[src/hw/rtl/ir_eic_pkg.sv]
// Shared types and constants for the infrared edge interval capture block.
// Used by ir_eic_ctrl, ir_eic_store and ir_edge_interval_capture.
`default_nettype none

package ir_eic_pkg;

   // Default size of the capture buffer in bytes
   localparam int STORE_BYTES_DEF = 192;

   // Largest byte count that may still take another interval
   localparam logic [7:0] BYTE_COUNT_MAX = 8'd253;

   // Configuration register indexes
   localparam int CSR_INDEX_W = 3;
   localparam logic [CSR_INDEX_W-1:0] CSR_GLITCH_LOW   = 3'd0;
   localparam logic [CSR_INDEX_W-1:0] CSR_END_GAP_HIGH = 3'd1;
   localparam logic [CSR_INDEX_W-1:0] CSR_STARTUP      = 3'd2;
   localparam logic [CSR_INDEX_W-1:0] CSR_IDLE_TIMEOUT = 3'd3;
   localparam logic [CSR_INDEX_W-1:0] CSR_MIN_VALID    = 3'd4;

   // Configuration reset values
   localparam logic [7:0] GLITCH_LOW_RESET   = 8'h40;
   localparam logic [6:0] END_GAP_HIGH_RESET = 7'h10;
   localparam logic [7:0] STARTUP_RESET      = 8'd16;
   localparam logic [7:0] IDLE_TIMEOUT_RESET = 8'd250;
   localparam logic [7:0] MIN_VALID_RESET    = 8'd4;

   typedef enum logic [1:0] {
      CMD_ARM  = 2'd0,
      CMD_EDGE = 2'd1,
      CMD_TICK = 2'd2,
      CMD_READ = 2'd3
   } cmd_type;

   typedef enum logic [1:0] {
      ST_NONE     = 2'd0,
      ST_COMPLETE = 2'd1,
      ST_FAIL     = 2'd2,
      ST_READ     = 2'd3
   } status_type;

   typedef struct packed {
      cmd_type     command;
      logic [14:0] interval_ticks;
      logic [7:0]  read_index;
   } req_type;

   typedef struct packed {
      status_type status;
      logic [7:0] record_len;
      logic [7:0] data_byte;
   } rsp_type;

   // Buffer access controls from the sequencer to the store
   typedef struct packed {
      logic wr_en;   // write high byte and low byte of one interval
      logic rd_en;   // capture read side for the beat being issued
      logic rd_odd;  // byte sits in the low-byte bank
      logic rd_hit;  // read offset falls inside the buffer
   } mem_ctl_type;

endpackage

`default_nettype wire

[src/hw/rtl/ir_eic_store.sv]
// Capture buffer: two byte banks, even offsets hold high bytes, odd hold low bytes.
// Depends on ir_eic_pkg for the access control struct.
`default_nettype none

module ir_eic_store #(
   parameter int STORE_BYTES = ir_eic_pkg::STORE_BYTES_DEF,
   localparam int BANK_DEPTH = (STORE_BYTES + 1) / 2,
   localparam int ADDR_W = $clog2(BANK_DEPTH)
) (
   input  wire logic                    clock,
   input  wire ir_eic_pkg::mem_ctl_type mem_ctl,
   input  wire logic [ADDR_W-1:0]       wr_addr,
   input  wire logic [7:0]              wr_hi,
   input  wire logic [7:0]              wr_lo,
   input  wire logic [ADDR_W-1:0]       rd_addr,
   output logic [7:0]                   rd_data
);

   logic [7:0] even_mem [BANK_DEPTH];
   logic [7:0] odd_mem  [BANK_DEPTH];

   logic [7:0] even_q_ff;
   logic [7:0] odd_q_ff;
   logic       rd_odd_ff;
   logic       rd_hit_ff;

   // Both bytes of an interval land in the same cycle, one per bank
   always_ff @(posedge clock) begin
      if (mem_ctl.wr_en) begin
         even_mem[wr_addr] <= wr_hi;
         odd_mem[wr_addr]  <= wr_lo;
      end
   end

   // Registered read, held while the result beat waits
   always_ff @(posedge clock) begin
      if (mem_ctl.rd_en) begin
         even_q_ff <= even_mem[rd_addr];
         odd_q_ff  <= odd_mem[rd_addr];
         rd_odd_ff <= mem_ctl.rd_odd;
         rd_hit_ff <= mem_ctl.rd_hit;
      end
   end

   // Out-of-range and non-read beats return zero
   always_comb begin
      if (!rd_hit_ff) begin
         rd_data = 8'h00;
      end else if (rd_odd_ff) begin
         rd_data = odd_q_ff;
      end else begin
         rd_data = even_q_ff;
      end
   end

endmodule

`default_nettype wire

[src/hw/rtl/ir_eic_ctrl.sv]
// Capture sequencer: configuration registers, capture state, buffer access
// and the result register. Depends on ir_eic_pkg.
`default_nettype none

module ir_eic_ctrl #(
   parameter int STORE_BYTES = ir_eic_pkg::STORE_BYTES_DEF,
   localparam int BANK_DEPTH = (STORE_BYTES + 1) / 2,
   localparam int ADDR_W = $clog2(BANK_DEPTH)
) (
   input  wire logic                               clock,
   input  wire logic                               reset,
   input  wire logic                               accept,
   input  wire ir_eic_pkg::req_type                req,
   input  wire logic                               rsp_stall,
   input  wire logic                               csr_wr_en,
   input  wire logic [ir_eic_pkg::CSR_INDEX_W-1:0] csr_index,
   input  wire logic [7:0]                         csr_wr_data,
   output logic                                    rsp_valid,
   output ir_eic_pkg::status_type                  rsp_status,
   output logic [7:0]                              rsp_length,
   output ir_eic_pkg::mem_ctl_type                 mem_ctl,
   output logic [ADDR_W-1:0]                       wr_addr,
   output logic [7:0]                              wr_hi,
   output logic [7:0]                              wr_lo,
   output logic [ADDR_W-1:0]                       rd_addr
);

   localparam logic [8:0] STORE_LIM = 9'(STORE_BYTES);

   // Configuration
   logic [7:0] glitch_low_ff;
   logic [6:0] end_gap_high_ff;
   logic [7:0] startup_ff;
   logic [7:0] idle_timeout_ff;
   logic [7:0] min_valid_ff;

   // Capture state
   logic       active_ff, active_in;
   logic [7:0] bc_ff, bc_in;
   logic [7:0] idle_ff, idle_in;

   // Result register
   logic                   rsp_valid_ff, rsp_valid_in;
   ir_eic_pkg::status_type status_ff, status_in;
   logic [7:0]             length_ff, length_in;

   // Decoded item terms
   logic [6:0] hi;
   logic [7:0] lo;
   logic       store_full;
   logic       glitch;
   logic       gap_end;
   logic       finish_ok;
   logic [7:0] idle_next;
   logic [8:0] rd_pos;
   logic       rd_hit;

   assign hi         = req.interval_ticks[14:8];
   assign lo         = req.interval_ticks[7:0];
   assign store_full = (({1'b0, bc_ff} + 9'd2) > STORE_LIM) ||
                       (bc_ff > ir_eic_pkg::BYTE_COUNT_MAX);
   assign glitch     = (hi == 7'd0) && (lo < glitch_low_ff);
   // A glitch restarts the count rather than ending the capture on a gap
   assign gap_end    = !glitch && (bc_ff > startup_ff) && (hi > end_gap_high_ff);
   assign finish_ok  = bc_ff > min_valid_ff;
   assign idle_next  = (idle_ff == 8'hFF) ? idle_ff : idle_ff + 8'd1;
   assign rd_pos     = {1'b0, req.read_index} + 9'd2;
   assign rd_hit     = rd_pos < STORE_LIM;

   // Buffer write side: count is always even, so it addresses a bank row
   assign wr_addr = bc_ff[ADDR_W:1];
   assign wr_hi   = {1'b0, hi};
   assign wr_lo   = lo;
   assign rd_addr = rd_hit ? rd_pos[ADDR_W:1] : '0;

   // Next state for one beat
   always_comb begin
      active_in    = active_ff;
      bc_in        = bc_ff;
      idle_in      = idle_ff;
      status_in    = status_ff;
      length_in    = length_ff;
      rsp_valid_in = rsp_valid_ff && rsp_stall;
      mem_ctl      = '0;
      if (accept) begin
         rsp_valid_in   = 1'b1;
         status_in      = ir_eic_pkg::ST_NONE;
         length_in      = 8'd0;
         mem_ctl.rd_en  = 1'b1;
         mem_ctl.rd_odd = rd_pos[0];
         case (req.command)
            ir_eic_pkg::CMD_ARM: begin
               active_in = 1'b1;
               bc_in     = 8'd0;
               idle_in   = 8'd0;
            end
            ir_eic_pkg::CMD_EDGE: begin
               if (active_ff) begin
                  if (store_full) begin
                     active_in = 1'b0;
                     status_in = ir_eic_pkg::ST_FAIL;
                  end else begin
                     mem_ctl.wr_en = 1'b1;
                     if (gap_end) begin
                        active_in = 1'b0;
                        if (finish_ok) begin
                           status_in = ir_eic_pkg::ST_COMPLETE;
                           length_in = bc_ff - 8'd1;
                        end else begin
                           status_in = ir_eic_pkg::ST_FAIL;
                        end
                     end else if (glitch) begin
                        bc_in = 8'd2;
                     end else begin
                        bc_in = bc_ff + 8'd2;
                     end
                  end
               end
            end
            ir_eic_pkg::CMD_TICK: begin
               if (active_ff) begin
                  if (bc_ff != 8'd0) begin
                     active_in = 1'b0;
                     if (finish_ok) begin
                        status_in = ir_eic_pkg::ST_COMPLETE;
                        length_in = bc_ff - 8'd1;
                     end else begin
                        status_in = ir_eic_pkg::ST_FAIL;
                     end
                  end else begin
                     idle_in = idle_next;
                     if (idle_next > idle_timeout_ff) begin
                        active_in = 1'b0;
                        status_in = ir_eic_pkg::ST_FAIL;
                     end
                  end
               end
            end
            ir_eic_pkg::CMD_READ: begin
               status_in      = ir_eic_pkg::ST_READ;
               mem_ctl.rd_hit = rd_hit;
            end
            default: begin
               status_in = ir_eic_pkg::ST_NONE;
            end
         endcase
      end
   end

   // State and result registers
   always_ff @(posedge clock) begin
      if (reset) begin
         active_ff    <= 1'b0;
         bc_ff        <= 8'd0;
         idle_ff      <= 8'd0;
         rsp_valid_ff <= 1'b0;
      end else begin
         active_ff    <= active_in;
         bc_ff        <= bc_in;
         idle_ff      <= idle_in;
         rsp_valid_ff <= rsp_valid_in;
      end
      status_ff <= status_in;
      length_ff <= length_in;
   end

   // Configuration writes
   always_ff @(posedge clock) begin
      if (reset) begin
         glitch_low_ff   <= ir_eic_pkg::GLITCH_LOW_RESET;
         end_gap_high_ff <= ir_eic_pkg::END_GAP_HIGH_RESET;
         startup_ff      <= ir_eic_pkg::STARTUP_RESET;
         idle_timeout_ff <= ir_eic_pkg::IDLE_TIMEOUT_RESET;
         min_valid_ff    <= ir_eic_pkg::MIN_VALID_RESET;
      end else if (csr_wr_en) begin
         case (csr_index)
            ir_eic_pkg::CSR_GLITCH_LOW:   glitch_low_ff   <= csr_wr_data;
            ir_eic_pkg::CSR_END_GAP_HIGH: end_gap_high_ff <= csr_wr_data[6:0];
            ir_eic_pkg::CSR_STARTUP:      startup_ff      <= csr_wr_data;
            ir_eic_pkg::CSR_IDLE_TIMEOUT: idle_timeout_ff <= csr_wr_data;
            ir_eic_pkg::CSR_MIN_VALID:    min_valid_ff    <= csr_wr_data;
            default: begin
            end
         endcase
      end
   end

   assign rsp_valid  = rsp_valid_ff;
   assign rsp_status = status_ff;
   assign rsp_length = length_ff;

endmodule

`default_nettype wire

[src/hw/rtl/ir_edge_interval_capture.sv]
// Infrared edge interval capture, top level.
// Instantiates ir_eic_ctrl and ir_eic_store; types from ir_eic_pkg.
//
// Usage:
//   req_* channel carries one command beat: arm, edge (15-bit interval),
//   timer overflow tick, or read of one buffered byte. Every accepted beat
//   produces exactly one rsp_* beat with a status, the signal length on
//   completion, and the byte on reads.
//   csr_* is a write-only port for the five capture thresholds; write it only
//   while no beat is in flight.
// Timing:
//   A response appears in the cycle after its request is accepted. The block
//   takes one beat per cycle unless a stalled response holds it off. The
//   buffer is two byte banks (high/low byte of each interval), each with one
//   write and one registered read, so an edge stores both in the same cycle.
// Stall:
//   The response sits in an output register. While rsp_stall holds it,
//   req_stall is raised and nothing new is taken; otherwise a new request
//   is taken in the same cycle the old response leaves.
// Reset:
//   Synchronous, active high. Capture goes idle, counts clear, thresholds
//   return to defaults. The buffer is not cleared and needs no start-up pass.
`default_nettype none

module ir_edge_interval_capture #(
   parameter int STORE_BYTES = ir_eic_pkg::STORE_BYTES_DEF
) (
   input  wire logic                               clock,
   input  wire logic                               reset,
   input  wire logic                               req_valid,
   output logic                                    req_stall,
   input  wire ir_eic_pkg::req_type                req_data,
   output logic                                    rsp_valid,
   input  wire logic                               rsp_stall,
   output ir_eic_pkg::rsp_type                     rsp_data,
   input  wire logic                               csr_wr_en,
   input  wire logic [ir_eic_pkg::CSR_INDEX_W-1:0] csr_index,
   input  wire logic [7:0]                         csr_wr_data
);

   localparam int BANK_DEPTH = (STORE_BYTES + 1) / 2;
   localparam int ADDR_W = $clog2(BANK_DEPTH);

   logic                    req_accept;
   ir_eic_pkg::mem_ctl_type mem_ctl;
   logic [ADDR_W-1:0]       wr_addr;
   logic [ADDR_W-1:0]       rd_addr;
   logic [7:0]              wr_hi;
   logic [7:0]              wr_lo;
   logic [7:0]              rd_data;
   ir_eic_pkg::status_type  rsp_status;
   logic [7:0]              rsp_length;

   // Hold off new beats only while a response is stuck
   assign req_stall  = rsp_valid && rsp_stall;
   assign req_accept = req_valid && !req_stall;

   ir_eic_ctrl #(
      .STORE_BYTES (STORE_BYTES)
   ) u_ctrl (
      .clock       (clock),
      .reset       (reset),
      .accept      (req_accept),
      .req         (req_data),
      .rsp_stall   (rsp_stall),
      .csr_wr_en   (csr_wr_en),
      .csr_index   (csr_index),
      .csr_wr_data (csr_wr_data),
      .rsp_valid   (rsp_valid),
      .rsp_status  (rsp_status),
      .rsp_length  (rsp_length),
      .mem_ctl     (mem_ctl),
      .wr_addr     (wr_addr),
      .wr_hi       (wr_hi),
      .wr_lo       (wr_lo),
      .rd_addr     (rd_addr)
   );

   ir_eic_store #(
      .STORE_BYTES (STORE_BYTES)
   ) u_store (
      .clock   (clock),
      .mem_ctl (mem_ctl),
      .wr_addr (wr_addr),
      .wr_hi   (wr_hi),
      .wr_lo   (wr_lo),
      .rd_addr (rd_addr),
      .rd_data (rd_data)
   );

   // Response beat
   always_comb begin
      rsp_data.status     = rsp_status;
      rsp_data.record_len = rsp_length;
      rsp_data.data_byte  = rd_data;
   end

   // A stalled request always means a response is pending
   a_stall_needs_rsp: assert property (@(posedge clock) disable iff (reset)
      req_stall |-> rsp_valid)
      else $error("request stalled with no response pending");

   // Every read beat answers with read status on the next cycle
   a_read_answers: assert property (@(posedge clock) disable iff (reset)
      (req_accept && req_data.command == ir_eic_pkg::CMD_READ)
      |=> (rsp_valid && rsp_data.status == ir_eic_pkg::ST_READ))
      else $error("read beat did not return read status");

   // Only read responses carry a data byte
   a_data_only_on_read: assert property (@(posedge clock) disable iff (reset)
      (rsp_valid && rsp_data.status != ir_eic_pkg::ST_READ)
      |-> (rsp_data.data_byte == 8'h00))
      else $error("data byte set on a non-read response");

   // Only completions carry a length
   a_length_only_on_complete: assert property (@(posedge clock) disable iff (reset)
      (rsp_valid && rsp_data.status != ir_eic_pkg::ST_COMPLETE)
      |-> (rsp_data.record_len == 8'd0))
      else $error("signal length set on a non-completion response");

endmodule

`default_nettype wire

[config.mk]
export PLATFORM = sky130hd
export DESIGN_NAME = ir_edge_interval_capture
export DESIGN_NICKNAME = d
export VERILOG_FILES = /design/src/hw/rtl/ir_eic_pkg.sv /design/src/hw/rtl/ir_eic_store.sv /design/src/hw/rtl/ir_eic_ctrl.sv /design/src/hw/rtl/ir_edge_interval_capture.sv
export SDC_FILE = /design/constraint.sdc
export NUM_CORES = 2
export LEC_CHECK = 0
export BUFFER_PORTS_ARGS = -buffer_cell sky130_fd_sc_hd__buf_2
export CAP_MARGIN = 20
export CORE_MARGIN = 1
export CORE_UTILIZATION = 60
export CTS_CLUSTER_DIAMETER = 120
export CTS_CLUSTER_SIZE = 25
export DETAILED_ROUTE_END_ITERATION = 16
export PLACE_DENSITY = 0.76
export REMOVE_ABC_BUFFERS = 1
export SLEW_MARGIN = 20
export SYNTH_ARGS = -nofsm -noshare
export SYNTH_HDL_FRONTEND = slang
export SYNTH_SLANG_ARGS = --single-unit
[constraint.sdc]
create_clock -name clock -period 8.2 [get_ports clock]
set_input_delay 2.46 -clock clock [delete_from_list [all_inputs] [get_ports clock]]
set_output_delay 2.46 -clock clock [all_outputs]
set_load 0.01 [all_outputs]
# Word level (Yosys, flattened, before mapping)
# Memory sizes are Yosys's and may differ from the RTL's. A register that Yosys moved wholly into a read port is not among the register bits.
# Cells that the tools add are included.
[word_totals] ff_bits=77 latchBits=0 ram_bits=1440 mem_bits_ro=0 inputBits=41 output_inout_bits=20 mem_count=2
[mem_list] name="u_store.odd_mem" depth=96 word_bits=8 rd=1 rd_ports_with_merged_regs=1 write_ports=1 line_no="ir_eic_store.sv:20" text="logic [7:0] odd_mem [BANK_DEPTH];"
[mem_list] name="u_store.even_mem" depth=96 word_bits=7 rd=1 rd_ports_with_merged_regs=1 write_ports=1 line_no="ir_eic_store.sv:19" text="logic [7:0] even_mem [BANK_DEPTH];"
[op_classes] n_addsub=5 multipliers=0 div_mod_pow=0 magnitude_cmp=8 eq_ne=13 shifts=0 mux=42 bitwise_logic=0 n_reduce_logical=24
[ops] op="$mux W8" count=15
[ops] op="$pmux W8 S2" count=3
[ops] op="$gt A8 B8 Y1" count=3
[ops] op="$add A8 B2 Y9 const B" count=2
[ops] op="$mux W2" count=7
[ops] op="$reduce_and A2 Y1" count=7
[ops] op="$mux W1" count=13
[ops] op="$gt A9 B8 Y1 const B" count=1
[ops] op="$lt A9 B8 Y1 const B" count=1
[ops] op="$add A8 B1 Y8 const B" count=1
[ops] op="$add A8 B2 Y8 const B" count=1
[ops] op="$eq A8 B8 Y1 const B" count=1
[ops] op="$gt A8 B8 Y1 const B" count=1
[ops] op="$lt A8 B8 Y1" count=1
[ops] op="$reduce_bool A8 Y1" count=1
[ops] op="$sub A8 B1 Y8 const B" count=1
[ops] op="$gt A7 B7 Y1" count=1
[ops] op="$logic_not A7 Y1" count=1
[ops] op="$mux W7" count=1
[ops] op="$eq A3 B2 Y1 const B" count=2
[ops] op="$ne A2 B2 Y1 const B" count=3
[ops] op="$pmux W2 S3" count=1
[ops] op="$logic_and A1 B1 Y1" count=5
[ops] op="$reduce_and A5 Y1" count=1
[ops] op="14 further kinds" count=18

# Logic depth before layout (Yosys ltp)
[logic_depth] word_depth=9 ltp_mapped=15 depth_no_buf=14

# Cells and area by module
# A second synthesis with hierarchy kept.
[unflattened] hier_cells=3155 hier_area_um2=63881.3
[by_module_without_submodules] mod="ir_eic_store" instances=1 cells_each=2624 area_per_inst_um2=59537.1 seq_area_each_um2=46664.8
[by_module_without_submodules] mod="ir_eic_ctrl" instances=1 cells_each=529 area_per_inst_um2=4330.4 seq_area_each_um2=1421.4
[by_module_without_submodules] mod="ir_edge_interval_capture" instances=1 cells_each=2 area_per_inst_um2=13.8 seq_area_each_um2=0.0

# Worst setup path before layout
# No wires, ideal clock.
[synth_path] kind="input to register" startpoint="in rsp_stall" endpoint="mem u_store.even_mem[55][0] (netlist name), enable pin" arrival_ps=5538 t_required_ps=7814 path_slack_ps=2276 stages=9 n_path_buf=2 cell_sequence="and2_1 > nor2b_1 > clkbuf_1 > nand3_1 > a211oi_2 > and2_1 > nand3_1 > clkbuf_1 > nor2_1"
[synth_via] elab_chain_cells=6
[synth_lines] item="start, declared" line_no="ir_edge_interval_capture.sv:34" text="input wire logic rsp_stall,"
[synth_lines] item="$logic_and A1 B1 Y1" line_no="ir_edge_interval_capture.sv:55" text="assign req_stall = rsp_valid && rsp_stall;"
[synth_lines] item="$logic_not A1 Y1" line_no="ir_edge_interval_capture.sv:56" text="assign req_accept = req_valid && !req_stall;"
[synth_lines] item="$logic_and A1 B1 Y1" line_no="ir_edge_interval_capture.sv:56"
[synth_lines] item="net req_accept" line_no="ir_edge_interval_capture.sv:44" text="logic req_accept;"
[synth_lines] item="$mux W4" line_no="ir_eic_ctrl.sv:85" text="if (accept) begin"
[synth_lines] item="$mux W1" line_no="ir_eic_store.sv:29" text="if (mem_ctl.wr_en) begin"
[synth_lines] item="$mux W1 (not written as such)" line_no="ir_eic_store.sv:30" text="even_mem[wr_addr] <= wr_hi;"
[synth_lines] item="end, declared" line_no="ir_eic_store.sv:19"
# The timed path passes the listed nets, and every way through them passes these cells.

# Final worst setup path
[layout_path] startpoint="in req_data[1] (netlist name)" endpoint="reg u_store.odd_q_ff[4], read port of u_store.odd_mem, data pin"
[layout_via] elab_chain_cells=3
[layout_lines] item="start, declared" line_no="ir_edge_interval_capture.sv:32" text="input wire ir_eic_pkg::req_type req_data,"
[layout_lines] item="$add A8 B2 Y9 *" line_no="ir_eic_ctrl.sv:67" text="assign rd_pos = {1'b0, req.read_index} + 9'd2;"
[layout_lines] item="$lt A9 B8 Y1" line_no="ir_eic_ctrl.sv:68" text="assign rd_hit = rd_pos < STORE_LIM;"
[layout_lines] item="$mux W7 *" line_no="ir_eic_ctrl.sv:74" text="assign rd_addr = rd_hit ? rd_pos[ADDR_W:1] : '0;"
[layout_lines] item="end, declared" line_no="ir_eic_store.sv:23" text="logic [7:0] odd_q_ff;"
# Every way passes the cells marked *; elsewhere a longest branch is shown, timed or not.
# A chain may end at the register's enable or synchronous reset.

==> impl_summary.log <==
INFO  metric fin_area = 0.0670 mm²
INFO  metric postPlaceCellArea = 0.0651 mm²
INFO  metric overflow = 0
INFO  metric io-pin-count = 61
INFO  metric holdBufCountCts = 0
INFO  metric max_freq = 156 MHz
INFO  metric initial_utilization = 0.610
INFO  metric largest_net_degree_at_the_start_of_global_routing = 114
INFO  metric detail_route.first_pass.iterations = 6
INFO  metric first_pass_grt_wire_length = 281000 µm
INFO  metric transition_time_at_the_pin_with_the_least_slew_margin = 1210 ps
INFO  metric ys_seq_area_frac = 0.723
INFO  metric post-synth-top-area-fraction = 0.705
INFO  metric area_delta_synth_final = 7.31%
INFO  metric worst_setup_path_end_kind = flip-flop
INFO  metric yosysWarnings = 0
INFO  metric ctsHtreeMaxLevel = 3
INFO  metric route.detailed.vias_per_inst = 7.26
INFO  metric post-place-ws = 1240 ps
INFO  metric die_height = 325 µm
INFO  metric cell_count_after_synthesis = 4276
INFO  metric clk_pin_slew = roughly 110 ps
INFO  metric floorplan.rows = roughly 120
INFO  metric globalRouteMet2Util = 0.545
INFO  metric synth_common_cells = edfxtp_1, nand2_1, nor2_1
INFO  metric synth.largest_area_cell = edfxtp_1
INFO  metric busiest_layer = met2
INFO  metric fp.dieW = approximately 320 µm
INFO  metric timing.max_cap.violations = 0
INFO  metric p_total = around 14 mW
INFO  metric tritoncts_sink_count = 1523
INFO  metric antenna_left = 0
INFO  metric tritoncts_clock_tree = done
INFO  metric cts_inserted_buffers = 70
INFO  metric synth_area_per_cell = 14.6 µm²
INFO  metric max-slew-margin-rel = 0.191
INFO  metric clock_skew = 45.4 ps
INFO  metric core_area = 0.102 mm²
INFO  metric yosys.cell_count.top_type = edfxtp_1
INFO  metric ys_top_cells_by_area = edfxtp_1, nand2_1, mux2i_1
INFO  metric final_core_utilization = 0.654
INFO  metric portBuffers = 60
INFO  metric synthDistinctLibCells = 93
INFO  metric asyncSetResetFlopFracSynth = 0
INFO  metric die_area = 0.105 mm²
INFO  metric drt_first_iter_violations = 8191
INFO  metric worst_slack = roughly 1800 ps
INFO  metric final.fill_count = 7152
INFO  metric setup_violations = 0
INFO  metric clock_insertion_delay_worst_skew = 700 ps
INFO  metric mappedNetlistArea = 0.0625 mm²
INFO  metric place_hpwl = 124000 µm
INFO  metric nNetsFinal = between 4000 and 5000
INFO  metric critPathLaunchType = input pin
INFO  metric final.hold.worst_slack = 457 ps
INFO  metric kind_of_path_behind_the_tightest_hold_check = flip-flop to flip-flop
INFO  metric irDropWorstVdd = roughly 0.14 mV
INFO  metric grtUsageMet1 = 0.500
INFO  metric grt_usage = 0.375
INFO  metric tcrit_tclk_final = 0.781
INFO  metric post_route_cells_drive_above_1_share = 0.116
INFO  metric static-leakage-power = 21.9 nW
INFO  metric yosys_most_used_dff = edfxtp_1
INFO  metric buffer_count_from_post_cts_setup_fixing = 0
INFO  metric final.min_clock_period = 6400 ps
INFO  metric cts.repair.resized = 0
INFO  metric grt_setup_unrepaired = no
INFO  metric postRouteWirelength = 200000 µm
INFO  metric gp_congestion = about 1.0
INFO  metric wire_per_inst = 34.9 µm
INFO  metric drt_drc_violations_left = 0
INFO  metric cts_buffer_depth = 3
INFO  metric critical_path_peak_fanout = between 40 and 50
INFO  metric endpoint_arrival_time_on_the_critical_path = 6830 ps
INFO  metric clock_tree.root_cell = clkbuf_16
INFO  metric run_status = completed
INFO  metric required = 8630 ps
INFO  metric hold_violation_count_in_the_final_report = 0
INFO  metric number_of_antenna_violations_at_the_first_check_in_global_routing = 15
INFO  metric timing_max_transition_violations_final = 0
INFO  metric vias_in_the_first_global_route = 38763
INFO  metric number_of_enable_type_register_cells_in_the_synthesized_netlist = between 1000 and 1500
INFO  metric detailroute.via_count = between 40000 and 50000
INFO  metric power.density_cell_area = 211 mW/mm²
INFO  metric path_class = input pin to flip-flop
INFO  metric postSynthRegisterBits = 1523
INFO  metric grt.met3_usage = 0.111
-- power breakdown --
part	switching [mW]	internal [mW]
clock	2.34	1.67
combinational	1.18	0.416
sequential	0.0118	8.54
-- cells by family (layout without fill, tap and decap cells) --
logic type / count (synthesis) / after routing / synth area share
simple gates: 1147 / 1147 / 0.0827
other cells: 0 / 6 / 0
fa+ha+maj: 45 / 45 / 0.00901
buf+inv: 340 / 425 / 0.0262
mux: 257 / 257 / 0.0507
xor+xnor: 14 / 14 / 0.00208
compound gates: 950 / 950 / 0.106
flops: 1523 / 1523 / 0.723
-- metrics by stage --
stage / instances / setup TNS [ps]
after global routing: 5729 / 0
after CTS: 5729 / 0
final: 5735 / 0
after floorplan: 3985 / -91960
after detailed placement: 5639 / 0
after global placement: 5638 / 0
-- metal layers --
layer | up-vias | part of all wire
li1 | 16769 | -
met1 | 20253 | 0.33
met5 | - | 0.00076
met3 | 789 | 0.16
met4 | 18 | 0.076
met2 | 3793 | 0.43
-- flip-flops by register name, indices dropped and copies added, names as in the netlist --
| signal | count |
|---|---|
| u_ctrl.idle_timeout_ff | 8 |
| u_ctrl.bc_ff | 7 |
| u_store.even_q_ff | 7 |
| u_ctrl.rsp_status | 2 |
| u_store.rd_hit_ff | 1 |
| u_ctrl.rsp_valid | 1 |
| u_store.even_mem | 672 |
| u_store.rd_odd_ff | 1 |
| u_store.odd_mem | 768 |
| u_store.odd_q_ff | 8 |
| u_ctrl.startup_ff | 8 |
| u_ctrl.min_valid_ff | 8 |
| u_ctrl.active_ff | 1 |
| u_ctrl.idle_ff | 8 |
| u_ctrl.glitch_low_ff | 8 |
| u_ctrl.end_gap_high_ff | 7 |
| u_ctrl.rsp_length | 8 |
-- critical path, stage by stage --
cell	delay, ps
buf_8	290
ha_1	480
nand4_1	310
nand2_1	320
nand3_4	600
buf_4	500
nor2_1	620
o311a_1	330
a211oi_1	70
o31ai_1	660
nand3_1	130
-- cell type report --
type / instances / area [µm²] / area share
flip-flops and latches: 1523 / 45200 / 0.674
multi-input cells: 2413 / 15800 / 0.236
repair buffers: 286 / 2200 / 0.0328
clock buffers: 86 / 1900 / 0.0283
well taps: 1368 / 1710 / 0.0255
inverters: 49 / 189 / 0.00282
clock inverters: 4 / 51.3 / 0.000765
diodes: 6 / 15.0 / 0.000224
-- path summary, 6_finish.rpt --
path / startpoint / end / slack (ps) / cells past startpoint
hold reg to reg: u_ctrl.glitch_low_ff[5] / u_ctrl.glitch_low_ff[5] / 460 / 2
setup / recovery: req_data[1] / u_store.odd_q_ff[4] / 1800 / 11
hold / removal: u_ctrl.glitch_low_ff[5] / u_ctrl.glitch_low_ff[5] / 460 / 2
setup reg to reg: u_ctrl.bc_ff[2] / u_store.even_mem[17][2] / 3240 / 10
-- placed cells by master (no fill, tap or decap), types with 47 or more instances in the layout --
cell type and count:
edfxtp_1 1467, nor2_1 234, a21oi_1 193, nand2_1 502, or3_1 53, nor3_1 68, a31oi_1 64, o21ai_0 158
o211ai_1 70, buf_4 227, nand3_1 109, inv_1 47, dfxtp_1 56, o221ai_1 82, mux2i_1 170, clkbuf_16 74
a211oi_1 50
Power figures use the tool's default switching activity.
